--- config.mk ---
export PLATFORM = sky130hd
export DESIGN_NAME = display_idle_blank_controller_flat
export DESIGN_NICKNAME = d
export VERILOG_FILES = /design/src/sv/dibc_pkg.sv /design/src/sv/dibc_if.sv /design/src/sv/dibc_cfg.sv /design/src/sv/dibc_core.sv /design/src/sv/display_idle_blank_controller.sv /design/src/flat_wrapper.sv
export SDC_FILE = /design/constraint.sdc
export NUM_CORES = 1
export LEC_CHECK = 0
export ABC_AREA = 1
export BUFFER_PORTS_ARGS = -buffer_cell sky130_fd_sc_hd__buf_2
export CORE_MARGIN = 1.5
export CORE_UTILIZATION = 35
export DETAILED_ROUTE_END_ITERATION = 8
export SLEW_MARGIN = 40
export SYNTH_ARGS = -nofsm -noshare
export SYNTH_HDL_FRONTEND = slang
export SYNTH_SLANG_ARGS = --single-unit
--- constraint.sdc ---
create_clock -name clk -period 4 [get_ports clk]
set_input_delay 0.2 -clock clk [delete_from_list [all_inputs] [get_ports clk]]
set_output_delay 0.2 -clock clk [all_outputs]
set_load 0.02 [all_outputs]
--- src/sv/dibc_pkg.sv ---
`timescale 1ns / 1ps
// ----------------------------------------------------------------------------
// dibc_pkg
// shared types and constants of the display idle blank controller
// ----------------------------------------------------------------------------
package dibc_pkg;

	localparam int CFG_IDX_W  = 2;
	localparam int CFG_DATA_W = 16;
	localparam int LEVEL_W    = 8;

	localparam logic [LEVEL_W-1:0] DIM_LEVEL     = 8'd5;
	localparam logic [LEVEL_W-1:0] OFF_LEVEL     = 8'd0;
	localparam logic [LEVEL_W-1:0] DEFAULT_LEVEL = 8'd255;
	localparam int                 DIM_LEAD      = 2;

	typedef enum logic [CFG_IDX_W-1:0] {
		CFG_SLEEP_SECONDS = 2'd0,
		CFG_BRIGHT_FILE   = 2'd1,
		CFG_MAX_BRIGHT    = 2'd2,
		CFG_PANEL_BLANK   = 2'd3
	} cfg_idx_t;

	typedef enum logic [1:0] {
		MODE_TICK     = 2'd0,
		MODE_ACTIVITY = 2'd1,
		MODE_BLANK    = 2'd2,
		MODE_TOGGLE   = 2'd3
	} mode_t;

	typedef enum logic [1:0] {
		PANEL_NONE    = 2'd0,
		PANEL_BLANK   = 2'd1,
		PANEL_UNBLANK = 2'd2
	} panel_cmd_t;

	typedef enum logic [3:0] {
		SCR_ON      = 4'b0001,
		SCR_DIM     = 4'b0010,
		SCR_OFF     = 4'b0100,
		SCR_BLANKED = 4'b1000
	} scr_state_t;

	localparam logic [1:0] CODE_ON      = 2'd0;
	localparam logic [1:0] CODE_DIM     = 2'd1;
	localparam logic [1:0] CODE_OFF     = 2'd2;
	localparam logic [1:0] CODE_BLANKED = 2'd3;

	typedef struct packed {
		logic [CFG_DATA_W-1:0] sleep_seconds;
		logic                  brightness_file_present;
		logic [LEVEL_W-1:0]    max_brightness;
		logic                  panel_blank_enable;
	} cfg_t;

	typedef struct packed {
		mode_t              mode;
		logic [LEVEL_W-1:0] setting_brightness;
		logic               setting_present;
	} item_t;

	typedef struct packed {
		logic [1:0]         display_state;
		logic               screen_off;
		logic               brightness_write;
		logic [LEVEL_W-1:0] brightness_value;
		panel_cmd_t         panel_cmd;
		logic               run_blank_hook;
		logic               run_unblank_hook;
		logic               show_lock;
		logic               force_redraw;
	} result_t;

	function automatic logic [1:0] state_code(input scr_state_t st);
		logic [1:0] code;
		case (st)
			SCR_ON:      code = CODE_ON;
			SCR_DIM:     code = CODE_DIM;
			SCR_OFF:     code = CODE_OFF;
			SCR_BLANKED: code = CODE_BLANKED;
			default:     code = CODE_ON;
		endcase
		return code;
	endfunction

endpackage

--- src/sv/dibc_if.sv ---
`timescale 1ns / 1ps
// ----------------------------------------------------------------------------
// dibc_in_if / dibc_out_if
// valid/ready channels for event words and result words
// ----------------------------------------------------------------------------
interface dibc_in_if;
	logic       valid;
	logic       ready;
	logic [1:0] mode;
	logic [7:0] setting_brightness;
	logic       setting_present;

	modport source (output valid, mode, setting_brightness, setting_present, input ready);
	modport sink   (input valid, mode, setting_brightness, setting_present, output ready);
endinterface

interface dibc_out_if;
	logic       valid;
	logic       ready;
	logic [1:0] display_state;
	logic       screen_off;
	logic       brightness_write;
	logic [7:0] brightness_value;
	logic [1:0] panel_cmd;
	logic       run_blank_hook;
	logic       run_unblank_hook;
	logic       show_lock;
	logic       force_redraw;

	modport source (
		output valid, display_state, screen_off, brightness_write, brightness_value,
		       panel_cmd, run_blank_hook, run_unblank_hook, show_lock, force_redraw,
		input  ready
	);
	modport sink (
		input  valid, display_state, screen_off, brightness_write, brightness_value,
		       panel_cmd, run_blank_hook, run_unblank_hook, show_lock, force_redraw,
		output ready
	);
endinterface

--- src/sv/dibc_cfg.sv ---
`timescale 1ns / 1ps
// ----------------------------------------------------------------------------
// dibc_cfg
// configuration register file, written through a plain indexed write port
// ----------------------------------------------------------------------------
module dibc_cfg (
	input  logic                             clk,
	input  logic                             arst_n,
	input  logic                             cfg_we,
	input  logic [dibc_pkg::CFG_IDX_W-1:0]   cfg_index,
	input  logic [dibc_pkg::CFG_DATA_W-1:0]  cfg_data,
	output dibc_pkg::cfg_t                   cfg
);

	dibc_pkg::cfg_t cfg_q;

	always_ff @(posedge clk or negedge arst_n) begin
		if (!arst_n) begin
			cfg_q.sleep_seconds           <= '0;
			cfg_q.brightness_file_present <= 1'b1;
			cfg_q.max_brightness          <= dibc_pkg::DEFAULT_LEVEL;
			cfg_q.panel_blank_enable      <= 1'b1;
		end else if (cfg_we) begin
			case (dibc_pkg::cfg_idx_t'(cfg_index))
				dibc_pkg::CFG_SLEEP_SECONDS: cfg_q.sleep_seconds <= cfg_data;
				dibc_pkg::CFG_BRIGHT_FILE:   cfg_q.brightness_file_present <= cfg_data[0];
				dibc_pkg::CFG_MAX_BRIGHT:
					cfg_q.max_brightness <= cfg_data[dibc_pkg::LEVEL_W-1:0];
				dibc_pkg::CFG_PANEL_BLANK:   cfg_q.panel_blank_enable <= cfg_data[0];
				default: ;
			endcase
		end
	end

	assign cfg = cfg_q;

endmodule

--- src/sv/dibc_core.sv ---
`timescale 1ns / 1ps
// ----------------------------------------------------------------------------
// dibc_core
// screen state, idle counter and saved level; with fire high, one event word per cycle
// ----------------------------------------------------------------------------
module dibc_core #(
	parameter int TIMEOUT_BITS = 16
) (
	input  logic              clk,
	input  logic              arst_n,
	input  logic              fire,
	input  dibc_pkg::cfg_t    cfg,
	input  dibc_pkg::item_t   item,
	output dibc_pkg::result_t result
);

	localparam int CW = TIMEOUT_BITS + 1;

	dibc_pkg::scr_state_t             state_q;
	logic [CW-1:0]                    elapsed_q;
	logic [dibc_pkg::LEVEL_W-1:0]     saved_b_q;
	logic                             saved_v_q;

	dibc_pkg::scr_state_t             st;
	logic [CW-1:0]                    el;
	logic [dibc_pkg::LEVEL_W-1:0]     sb;
	logic                             sv;
	dibc_pkg::result_t                r;
	logic [TIMEOUT_BITS-1:0]          tmo;
	logic [CW-1:0]                    tmo_ext;
	logic                             do_wake;
	logic                             is_toggle;

	assign tmo     = TIMEOUT_BITS'(cfg.sleep_seconds);
	assign tmo_ext = CW'(tmo);

	always_comb begin
		st        = state_q;
		el        = elapsed_q;
		sb        = saved_b_q;
		sv        = saved_v_q;
		r         = '0;
		r.panel_cmd = dibc_pkg::PANEL_NONE;
		is_toggle = (item.mode == dibc_pkg::MODE_TOGGLE);
		do_wake   = (item.mode == dibc_pkg::MODE_ACTIVITY) ||
		            (is_toggle && state_q != dibc_pkg::SCR_ON);

		if (item.mode == dibc_pkg::MODE_TICK) begin
			if (el != {CW{1'b1}})
				el = el + CW'(1);
			if (tmo > TIMEOUT_BITS'(dibc_pkg::DIM_LEAD) &&
			    el > tmo_ext - CW'(dibc_pkg::DIM_LEAD) && st == dibc_pkg::SCR_ON) begin
				if (cfg.brightness_file_present) begin
					sb = item.setting_present ? item.setting_brightness
					                          : dibc_pkg::DEFAULT_LEVEL;
					sv = 1'b1;
				end else begin
					sb = '0;
					sv = 1'b0;
				end
				st                 = dibc_pkg::SCR_DIM;
				r.brightness_write = 1'b1;
				r.brightness_value = dibc_pkg::DIM_LEVEL;
			end
			if (tmo != '0 && el > tmo_ext &&
			    (st == dibc_pkg::SCR_ON || st == dibc_pkg::SCR_DIM)) begin
				st                 = dibc_pkg::SCR_OFF;
				r.brightness_write = 1'b1;
				r.brightness_value = dibc_pkg::OFF_LEVEL;
				r.run_blank_hook   = 1'b1;
				r.show_lock        = 1'b1;
			end
			if (st == dibc_pkg::SCR_OFF && cfg.panel_blank_enable) begin
				r.panel_cmd = dibc_pkg::PANEL_BLANK;
				st          = dibc_pkg::SCR_BLANKED;
			end
		end else if (do_wake) begin
			el = '0;
			if (st != dibc_pkg::SCR_ON) begin
				if (st == dibc_pkg::SCR_BLANKED) begin
					r.panel_cmd        = dibc_pkg::PANEL_UNBLANK;
					r.run_unblank_hook = 1'b1;
				end
				if (st == dibc_pkg::SCR_BLANKED || st == dibc_pkg::SCR_OFF)
					r.force_redraw = 1'b1;
				if (!(sv && sb > dibc_pkg::DIM_LEVEL)) begin
					sb = (item.setting_present && item.setting_brightness > dibc_pkg::DIM_LEVEL)
					     ? item.setting_brightness : cfg.max_brightness;
					sv = 1'b1;
				end
				r.brightness_write = 1'b1;
				r.brightness_value = sb;
				st                 = dibc_pkg::SCR_ON;
			end
		end else begin
			if (st == dibc_pkg::SCR_ON) begin
				if (cfg.brightness_file_present) begin
					sb = item.setting_present ? item.setting_brightness
					                          : dibc_pkg::DEFAULT_LEVEL;
					sv = 1'b1;
				end else begin
					sb = '0;
					sv = 1'b0;
				end
				st                 = dibc_pkg::SCR_OFF;
				r.brightness_write = 1'b1;
				r.brightness_value = dibc_pkg::OFF_LEVEL;
				r.run_blank_hook   = 1'b1;
			end
			if (st == dibc_pkg::SCR_OFF && cfg.panel_blank_enable) begin
				r.panel_cmd = dibc_pkg::PANEL_BLANK;
				st          = dibc_pkg::SCR_BLANKED;
			end
			if (is_toggle)
				r.show_lock = 1'b1;
		end

		r.display_state = dibc_pkg::state_code(st);
		r.screen_off    = (st == dibc_pkg::SCR_OFF || st == dibc_pkg::SCR_BLANKED);
	end

	always_ff @(posedge clk or negedge arst_n) begin
		if (!arst_n) begin
			state_q   <= dibc_pkg::SCR_ON;
			elapsed_q <= '0;
			saved_b_q <= '0;
			saved_v_q <= 1'b0;
		end else if (fire) begin
			state_q   <= st;
			elapsed_q <= el;
			saved_b_q <= sb;
			saved_v_q <= sv;
		end
	end

	assign result = r;

	a_state_onehot: assert property (@(posedge clk) disable iff (!arst_n)
		$onehot(state_q))
		else $error("screen state lost its one-hot code");

	a_activity_clears: assert property (@(posedge clk) disable iff (!arst_n)
		fire && item.mode == dibc_pkg::MODE_ACTIVITY |=> elapsed_q == '0)
		else $error("activity did not clear the idle count");

	a_wake_on: assert property (@(posedge clk) disable iff (!arst_n)
		fire && item.mode == dibc_pkg::MODE_ACTIVITY |=> state_q == dibc_pkg::SCR_ON)
		else $error("activity did not return the screen to on");

	a_hold: assert property (@(posedge clk) disable iff (!arst_n)
		!fire |=> $stable(state_q) && $stable(elapsed_q) && $stable(saved_v_q))
		else $error("state moved without an event word");

	a_restore_visible: assert property (@(posedge clk) disable iff (!arst_n)
		fire && r.force_redraw |=> saved_v_q)
		else $error("restore left no saved level");

endmodule

--- src/sv/display_idle_blank_controller.sv ---
`timescale 1ns / 1ps
// ----------------------------------------------------------------------------
// display_idle_blank_controller
// display inactivity controller: on, dim, off and blanked
// ----------------------------------------------------------------------------
// an accepted event word is registered in item_s1, its result word then in res_q
// throughput: one word per cycle while results are taken, a stalled result holds back one event only
// reset: screen on, idle count and saved level cleared, timeout disabled,
//   brightness capture and panel blanking enabled, maximum level 255
// ----------------------------------------------------------------------------
module display_idle_blank_controller #(
	parameter int TIMEOUT_BITS = 16
) (
	input  logic                            clk,
	input  logic                            arst_n,
	input  logic                            cfg_we,
	input  logic [dibc_pkg::CFG_IDX_W-1:0]  cfg_index,
	input  logic [dibc_pkg::CFG_DATA_W-1:0] cfg_data,
	dibc_in_if.sink                         req,
	dibc_out_if.source                      rsp
);

	dibc_pkg::cfg_t    cfg;
	dibc_pkg::item_t   item_s1;
	logic              valid_s1;
	dibc_pkg::result_t res_comb;
	dibc_pkg::result_t res_q;
	logic              rsp_valid_q;
	logic              advance;
	logic              fire;
	logic              take;

	assign advance   = !rsp_valid_q || rsp.ready;
	assign fire      = valid_s1 && advance;
	assign req.ready = !valid_s1 || advance;
	assign take      = req.valid && req.ready;

	dibc_cfg u_cfg (
		.clk       (clk),
		.arst_n    (arst_n),
		.cfg_we    (cfg_we),
		.cfg_index (cfg_index),
		.cfg_data  (cfg_data),
		.cfg       (cfg)
	);

	always_ff @(posedge clk or negedge arst_n) begin
		if (!arst_n) begin
			valid_s1 <= 1'b0;
		end else if (take) begin
			valid_s1 <= 1'b1;
		end else if (fire) begin
			valid_s1 <= 1'b0;
		end
	end

	always_ff @(posedge clk) begin
		if (take) begin
			item_s1.mode               <= dibc_pkg::mode_t'(req.mode);
			item_s1.setting_brightness <= req.setting_brightness;
			item_s1.setting_present    <= req.setting_present;
		end
	end

	dibc_core #(
		.TIMEOUT_BITS (TIMEOUT_BITS)
	) u_core (
		.clk    (clk),
		.arst_n (arst_n),
		.fire   (fire),
		.cfg    (cfg),
		.item   (item_s1),
		.result (res_comb)
	);

	always_ff @(posedge clk or negedge arst_n) begin
		if (!arst_n) begin
			rsp_valid_q <= 1'b0;
		end else if (fire) begin
			rsp_valid_q <= 1'b1;
		end else if (rsp.ready) begin
			rsp_valid_q <= 1'b0;
		end
	end

	always_ff @(posedge clk) begin
		if (fire) begin
			res_q <= res_comb;
		end
	end

	assign rsp.valid            = rsp_valid_q;
	assign rsp.display_state    = res_q.display_state;
	assign rsp.screen_off       = res_q.screen_off;
	assign rsp.brightness_write = res_q.brightness_write;
	assign rsp.brightness_value = res_q.brightness_value;
	assign rsp.panel_cmd        = res_q.panel_cmd;
	assign rsp.run_blank_hook   = res_q.run_blank_hook;
	assign rsp.run_unblank_hook = res_q.run_unblank_hook;
	assign rsp.show_lock        = res_q.show_lock;
	assign rsp.force_redraw     = res_q.force_redraw;

endmodule

--- src/flat_wrapper.sv ---
// flat-port wrapper written by rule: the top's interface ports become plain ports
module display_idle_blank_controller_flat 
#(
	parameter int TIMEOUT_BITS = 16
)
  (clk, arst_n, cfg_we, cfg_index, cfg_data, req_valid, req_mode, req_setting_brightness, req_setting_present, req_ready, rsp_valid, rsp_display_state, rsp_screen_off, rsp_brightness_write, rsp_brightness_value, rsp_panel_cmd, rsp_run_blank_hook, rsp_run_unblank_hook, rsp_show_lock, rsp_force_redraw, rsp_ready);
  dibc_in_if req_i ();
  dibc_out_if rsp_i ();
  input  logic clk;
  input  logic arst_n;
  input  logic cfg_we;
  input  logic [dibc_pkg::CFG_IDX_W-1:0] cfg_index;
  input  logic [dibc_pkg::CFG_DATA_W-1:0] cfg_data;
  input wire logic [$bits(req_i.valid)-1:0] req_valid;
  input wire logic [$bits(req_i.mode)-1:0] req_mode;
  input wire logic [$bits(req_i.setting_brightness)-1:0] req_setting_brightness;
  input wire logic [$bits(req_i.setting_present)-1:0] req_setting_present;
  output wire logic [$bits(req_i.ready)-1:0] req_ready;
  output wire logic [$bits(rsp_i.valid)-1:0] rsp_valid;
  output wire logic [$bits(rsp_i.display_state)-1:0] rsp_display_state;
  output wire logic [$bits(rsp_i.screen_off)-1:0] rsp_screen_off;
  output wire logic [$bits(rsp_i.brightness_write)-1:0] rsp_brightness_write;
  output wire logic [$bits(rsp_i.brightness_value)-1:0] rsp_brightness_value;
  output wire logic [$bits(rsp_i.panel_cmd)-1:0] rsp_panel_cmd;
  output wire logic [$bits(rsp_i.run_blank_hook)-1:0] rsp_run_blank_hook;
  output wire logic [$bits(rsp_i.run_unblank_hook)-1:0] rsp_run_unblank_hook;
  output wire logic [$bits(rsp_i.show_lock)-1:0] rsp_show_lock;
  output wire logic [$bits(rsp_i.force_redraw)-1:0] rsp_force_redraw;
  input wire logic [$bits(rsp_i.ready)-1:0] rsp_ready;
  assign req_i.valid = req_valid;
  assign req_i.mode = req_mode;
  assign req_i.setting_brightness = req_setting_brightness;
  assign req_i.setting_present = req_setting_present;
  assign req_ready = req_i.ready;
  assign rsp_valid = rsp_i.valid;
  assign rsp_display_state = rsp_i.display_state;
  assign rsp_screen_off = rsp_i.screen_off;
  assign rsp_brightness_write = rsp_i.brightness_write;
  assign rsp_brightness_value = rsp_i.brightness_value;
  assign rsp_panel_cmd = rsp_i.panel_cmd;
  assign rsp_run_blank_hook = rsp_i.run_blank_hook;
  assign rsp_run_unblank_hook = rsp_i.run_unblank_hook;
  assign rsp_show_lock = rsp_i.show_lock;
  assign rsp_force_redraw = rsp_i.force_redraw;
  assign rsp_i.ready = rsp_ready;
  display_idle_blank_controller #(.TIMEOUT_BITS(TIMEOUT_BITS)) u_core (.clk(clk), .arst_n(arst_n), .cfg_we(cfg_we), .cfg_index(cfg_index), .cfg_data(cfg_data), .req(req_i), .rsp(rsp_i));
endmodule
==> flow_summary.toml <==
[cts]
clock_path_buffers = 2
clkSlewWorstSetupHoldPaths_ps = 70
cts_root_buffer = "clkbuf_16"
numCtsBuffers = 9
tritoncts = "yes"
clk_latency_ps = 340
cts.htree.levels = 3
cts_sinks = 85

[worst_setup_path]
required_ps = 4110
crit_path_max_incr_delay_ps = 410
critPathCaptureType = "flip-flop"
cpMostUsedCell = "nand3_4"
crit_slowest_cell = "dfrtp_1"
rrSetupSlack_ps = -140
r2r_cells = 29
r2r_end = "u_core.rsp.display_state[0]$_DFFE_PP_"
cp-startpoint = "u_core.u_core.elapsed_q[1]$_DFFE_PN0P_"
path_max_fanout = 4
arrival_ps = 4250
path_class = "reg -> reg"
endpoint = "u_core.rsp.display_state[0]$_DFFE_PP_"
critPathLaunchType = "flip-flop"
timing.rr.start = "u_core.u_core.elapsed_q[1]$_DFFE_PN0P_"

[logic_synthesis]
synth_top_flop_cell = "dfrtp_1"
syn_area_um2 = 5250
synth_top_area_share_pct = 22.4
ys_seq_area_share_pct = 43.4
synth_area_leaders = "dfrtp_1 22%, edfxtp_1 15%, nand2_1 10%"
ys_types = 47
ys_ff_latch = 85
syn_avg_cell_area_um2 = 8.24
yosysTopAreaCell = "dfrtp_1"
netlist_instances = 637
synth_edf_count = 27
synthArstFlopShare_pct = 68.2
yosys_warnings = 0
syn_nets = 704

[sta]
slew_viol_final = 0
clock_skew_ps = 6.18
finalCritPeriodShare_pct = 103
layout_min_cycle_time_ps = 4140
rsz0062_at_grt = "yes"
slew_headroom_pct = 44.2
tns_ps = -280
max_freq_mhz = 242
tightest_slew_ps = 834
hold_violations = 0
layout_setup_ws_ps = -140
setup_violations = 3

[detailed_routing]
via_per_inst = 4.99
wirelength_um = 12600
vias = 4528
drtAntennaViolNets = 0
dr.pass1.iters = 6
remaining_drc_errors = 0
drtIter0Drc = 238
post_drt_wl_per_cell_um = 13.9

[power_and_ir_drop]
seqPwrFrac_pct = 37.4
clock_power_share_pct = 25.6
switchingPower_mw = 1.29
sw_frac_of_total_pct = 38.7
p_per_area_nw_per_um2 = 519
p_leak_nw = 3.10
comb_power_share_pct = 37.0
power.internal_mw = 2.04
peakVddDrop_uv = 240

[layout]
drive_gt1_share_pct = 25.3
finalInstanceArea_um2 = 6410
fin_cells = 908
multiInputGateArea_um2 = 2750
regArea_um2 = 2280
diodes = 0
syn2layout_area_growth_pct = 22.1
fin_nets = 786
nFillCells = 1354

[floorplan]
initial_core_util_pct = 36.0
dieArea_um2 = 15700
die_w_um = 125
core_um2 = 14600
chipHeight_um = 125
rows = 44
io_pins = 54

[grt]
antenna_found_initial = 0
grt_pass1_vias = 4464
gr-total-overflow = 0
grt_pass1_wl_um = 20800
grt_usage_pct = 16.1
grt_max_degree = 33

[placement]
routabilityCongestion = 0.863
place_area_um2 = 5840
hpwl_um = 9440
dpl_worst_slack_ps = -90.4
io_buffer_count = 53
place_inst = 881

[run_status]
run_status = "complete, but fails checks"
violations = "setup timing"

[flow_run]
cap_violations = 0

[worst_hold_path]
min_path_type = "in -> reg"
==> kinds of logic after synthesis <==
family                   after synthesis  share of synthesized area, %
AND/OR/NAND/NOR                      271                          23.9
AO/OA/AOI/OAI                        115                          12.6
buffers and inverters                107                          8.01
flip-flops                            85                          43.4
adder cells (fa/ha/maj)               33                          7.86
XOR/XNOR                              26                          4.34
==> per-layer routing <==
| metal | track usage, % | share of wire [%] |
|---|---|---|
| met1 | 21.3 | 46 |
| met2 | 26.6 | 47 |
| met3 | 2.35 | 3.7 |
| met4 | 6.42 | 2.4 |
| met5 | 0 | 0 |
==> cell usage in the layout, fill, tap and decap left out, types with 3 or more instances in the layout <==
cell type    n
a211oi_1     4
a21oi_1     25
a22o_1       3
buf_2       53
buf_4       31
clkbuf_16    9
dfrtp_1     47
dfstp_2     11
edfxtp_1    27
ha_1        31
inv_1       80
inv_2       11
inv_6        3
nand2_1    136
nand2_2     16
nand2_4      4
nand3_1     19
nand3_2      8
nand3_4      5
nand4_1      9
nor2_1      48
nor2_2       6
nor2_4       3
nor3_1       3
nor3_2       4
o211ai_1    11
o21ai_0     53
o21ai_1      5
xor2_1      22
==> per-stage QoR <==
step           hold WS (ps)  power [mW]  utilization, %
2_1_floorplan         -95.6        2.05               -
3_3_place_gp            268        2.36            40.0
3_5_place_dp            286        2.39            40.1
4_1_cts                19.2        3.26            42.3
5_1_grt                13.0        3.55            44.0
6_report               28.8        3.33            44.0
==> power by group through the flow <==
stage          logic, mW  clock network (mW)  registers (mW)
3_3_place_gp        1.12                   0            1.24
2_1_floorplan      0.792                   0            1.26
3_5_place_dp        1.15                   0            1.24
5_1_grt             1.38               0.910            1.27
6_report            1.23               0.852            1.24
4_1_cts             1.16               0.867            1.23
==> synthesized netlist by cell type (3+ instances only) <==
cell	count
a211oi_1	4
a21oi_1	25
a22o_1	3
clkbuf_1	10
dfrtp_1	47
dfstp_2	11
edfxtp_1	27
ha_1	33
inv_1	84
inv_2	8
nand2_1	143
nand2_2	11
nand3_1	26
nand3_2	5
nand4_1	9
nor2_1	50
nor2_2	5
nor3_1	5
nor3_2	3
nor4_1	3
o211ai_1	11
o21ai_0	56
o21ai_1	4
xor2_1	24
==> worst min-delay path by stage <==
| stage | startpoint | end | slack [ps] | cells after the start |
|---|---|---|---|---|
| 2_1_floorplan | arst_n | u_core.rsp.valid$_DFFE_PN0P_ | -100 | 0 |
| 3_3_place_gp | arst_n | u_core.u_cfg.cfg[20]$_DFFE_PN0P_ | 270 | 1 |
| 3_5_place_dp | arst_n | u_core.u_cfg.cfg[20]$_DFFE_PN0P_ | 290 | 1 |
| 4_1_cts | req_setting_brightness[7] | u_core.item_s1[8]$_DFFE_PP_ | 20 | 1 |
| 5_1_grt | req_setting_present | u_core.item_s1[0]$_DFFE_PP_ | 10 | 1 |
| 6_report | req_setting_brightness[7] | u_core.item_s1[8]$_DFFE_PP_ | 30 | 1 |
==> critical path, delay by kind of cell (launching register included) <==
family / cells / cell delay, ps
simple gates: 22 / 2560
flops: 1 / 410
buf+inv: 4 / 220
xor+xnor: 1 / 220
fa+ha+maj: 2 / 460
==> final cells by class <==
| class | count | share of cell area [%] |
|---|---|---|
| Tap cell | 184 | 3.59 |
| Sequential cell | 85 | 35.5 |
| Clock inverter | 7 | 1.15 |
| Multi-Input combinational cell | 445 | 42.8 |
| Clock buffer | 9 | 3.51 |
| Timing Repair Buffer | 85 | 7.92 |
| Inverter | 93 | 5.52 |
==> registers in the layout, summed over array words and instances (netlist names), 4 cells and up <==
signal and count:
u_core.rsp.brightness_value 8, u_core.u_core.state_q 4, u_core.u_core.saved_b_q 8, u_core.u_cfg.cfg 26, u_core.u_core.elapsed_q 17, u_core.item_s1 11
==> timing repair <==
item                                    in CTS  in global routing
setup buffers                                1                 10
pin swaps                                    1                 30
endpoints found under the setup margin       3                 19
gates cloned                                 0                  0
hold buffers                                 1                  0
gates resized for setup                      3                 40
endpoints found under the hold margin       20                  0
Power figures use the tool's default switching activity.
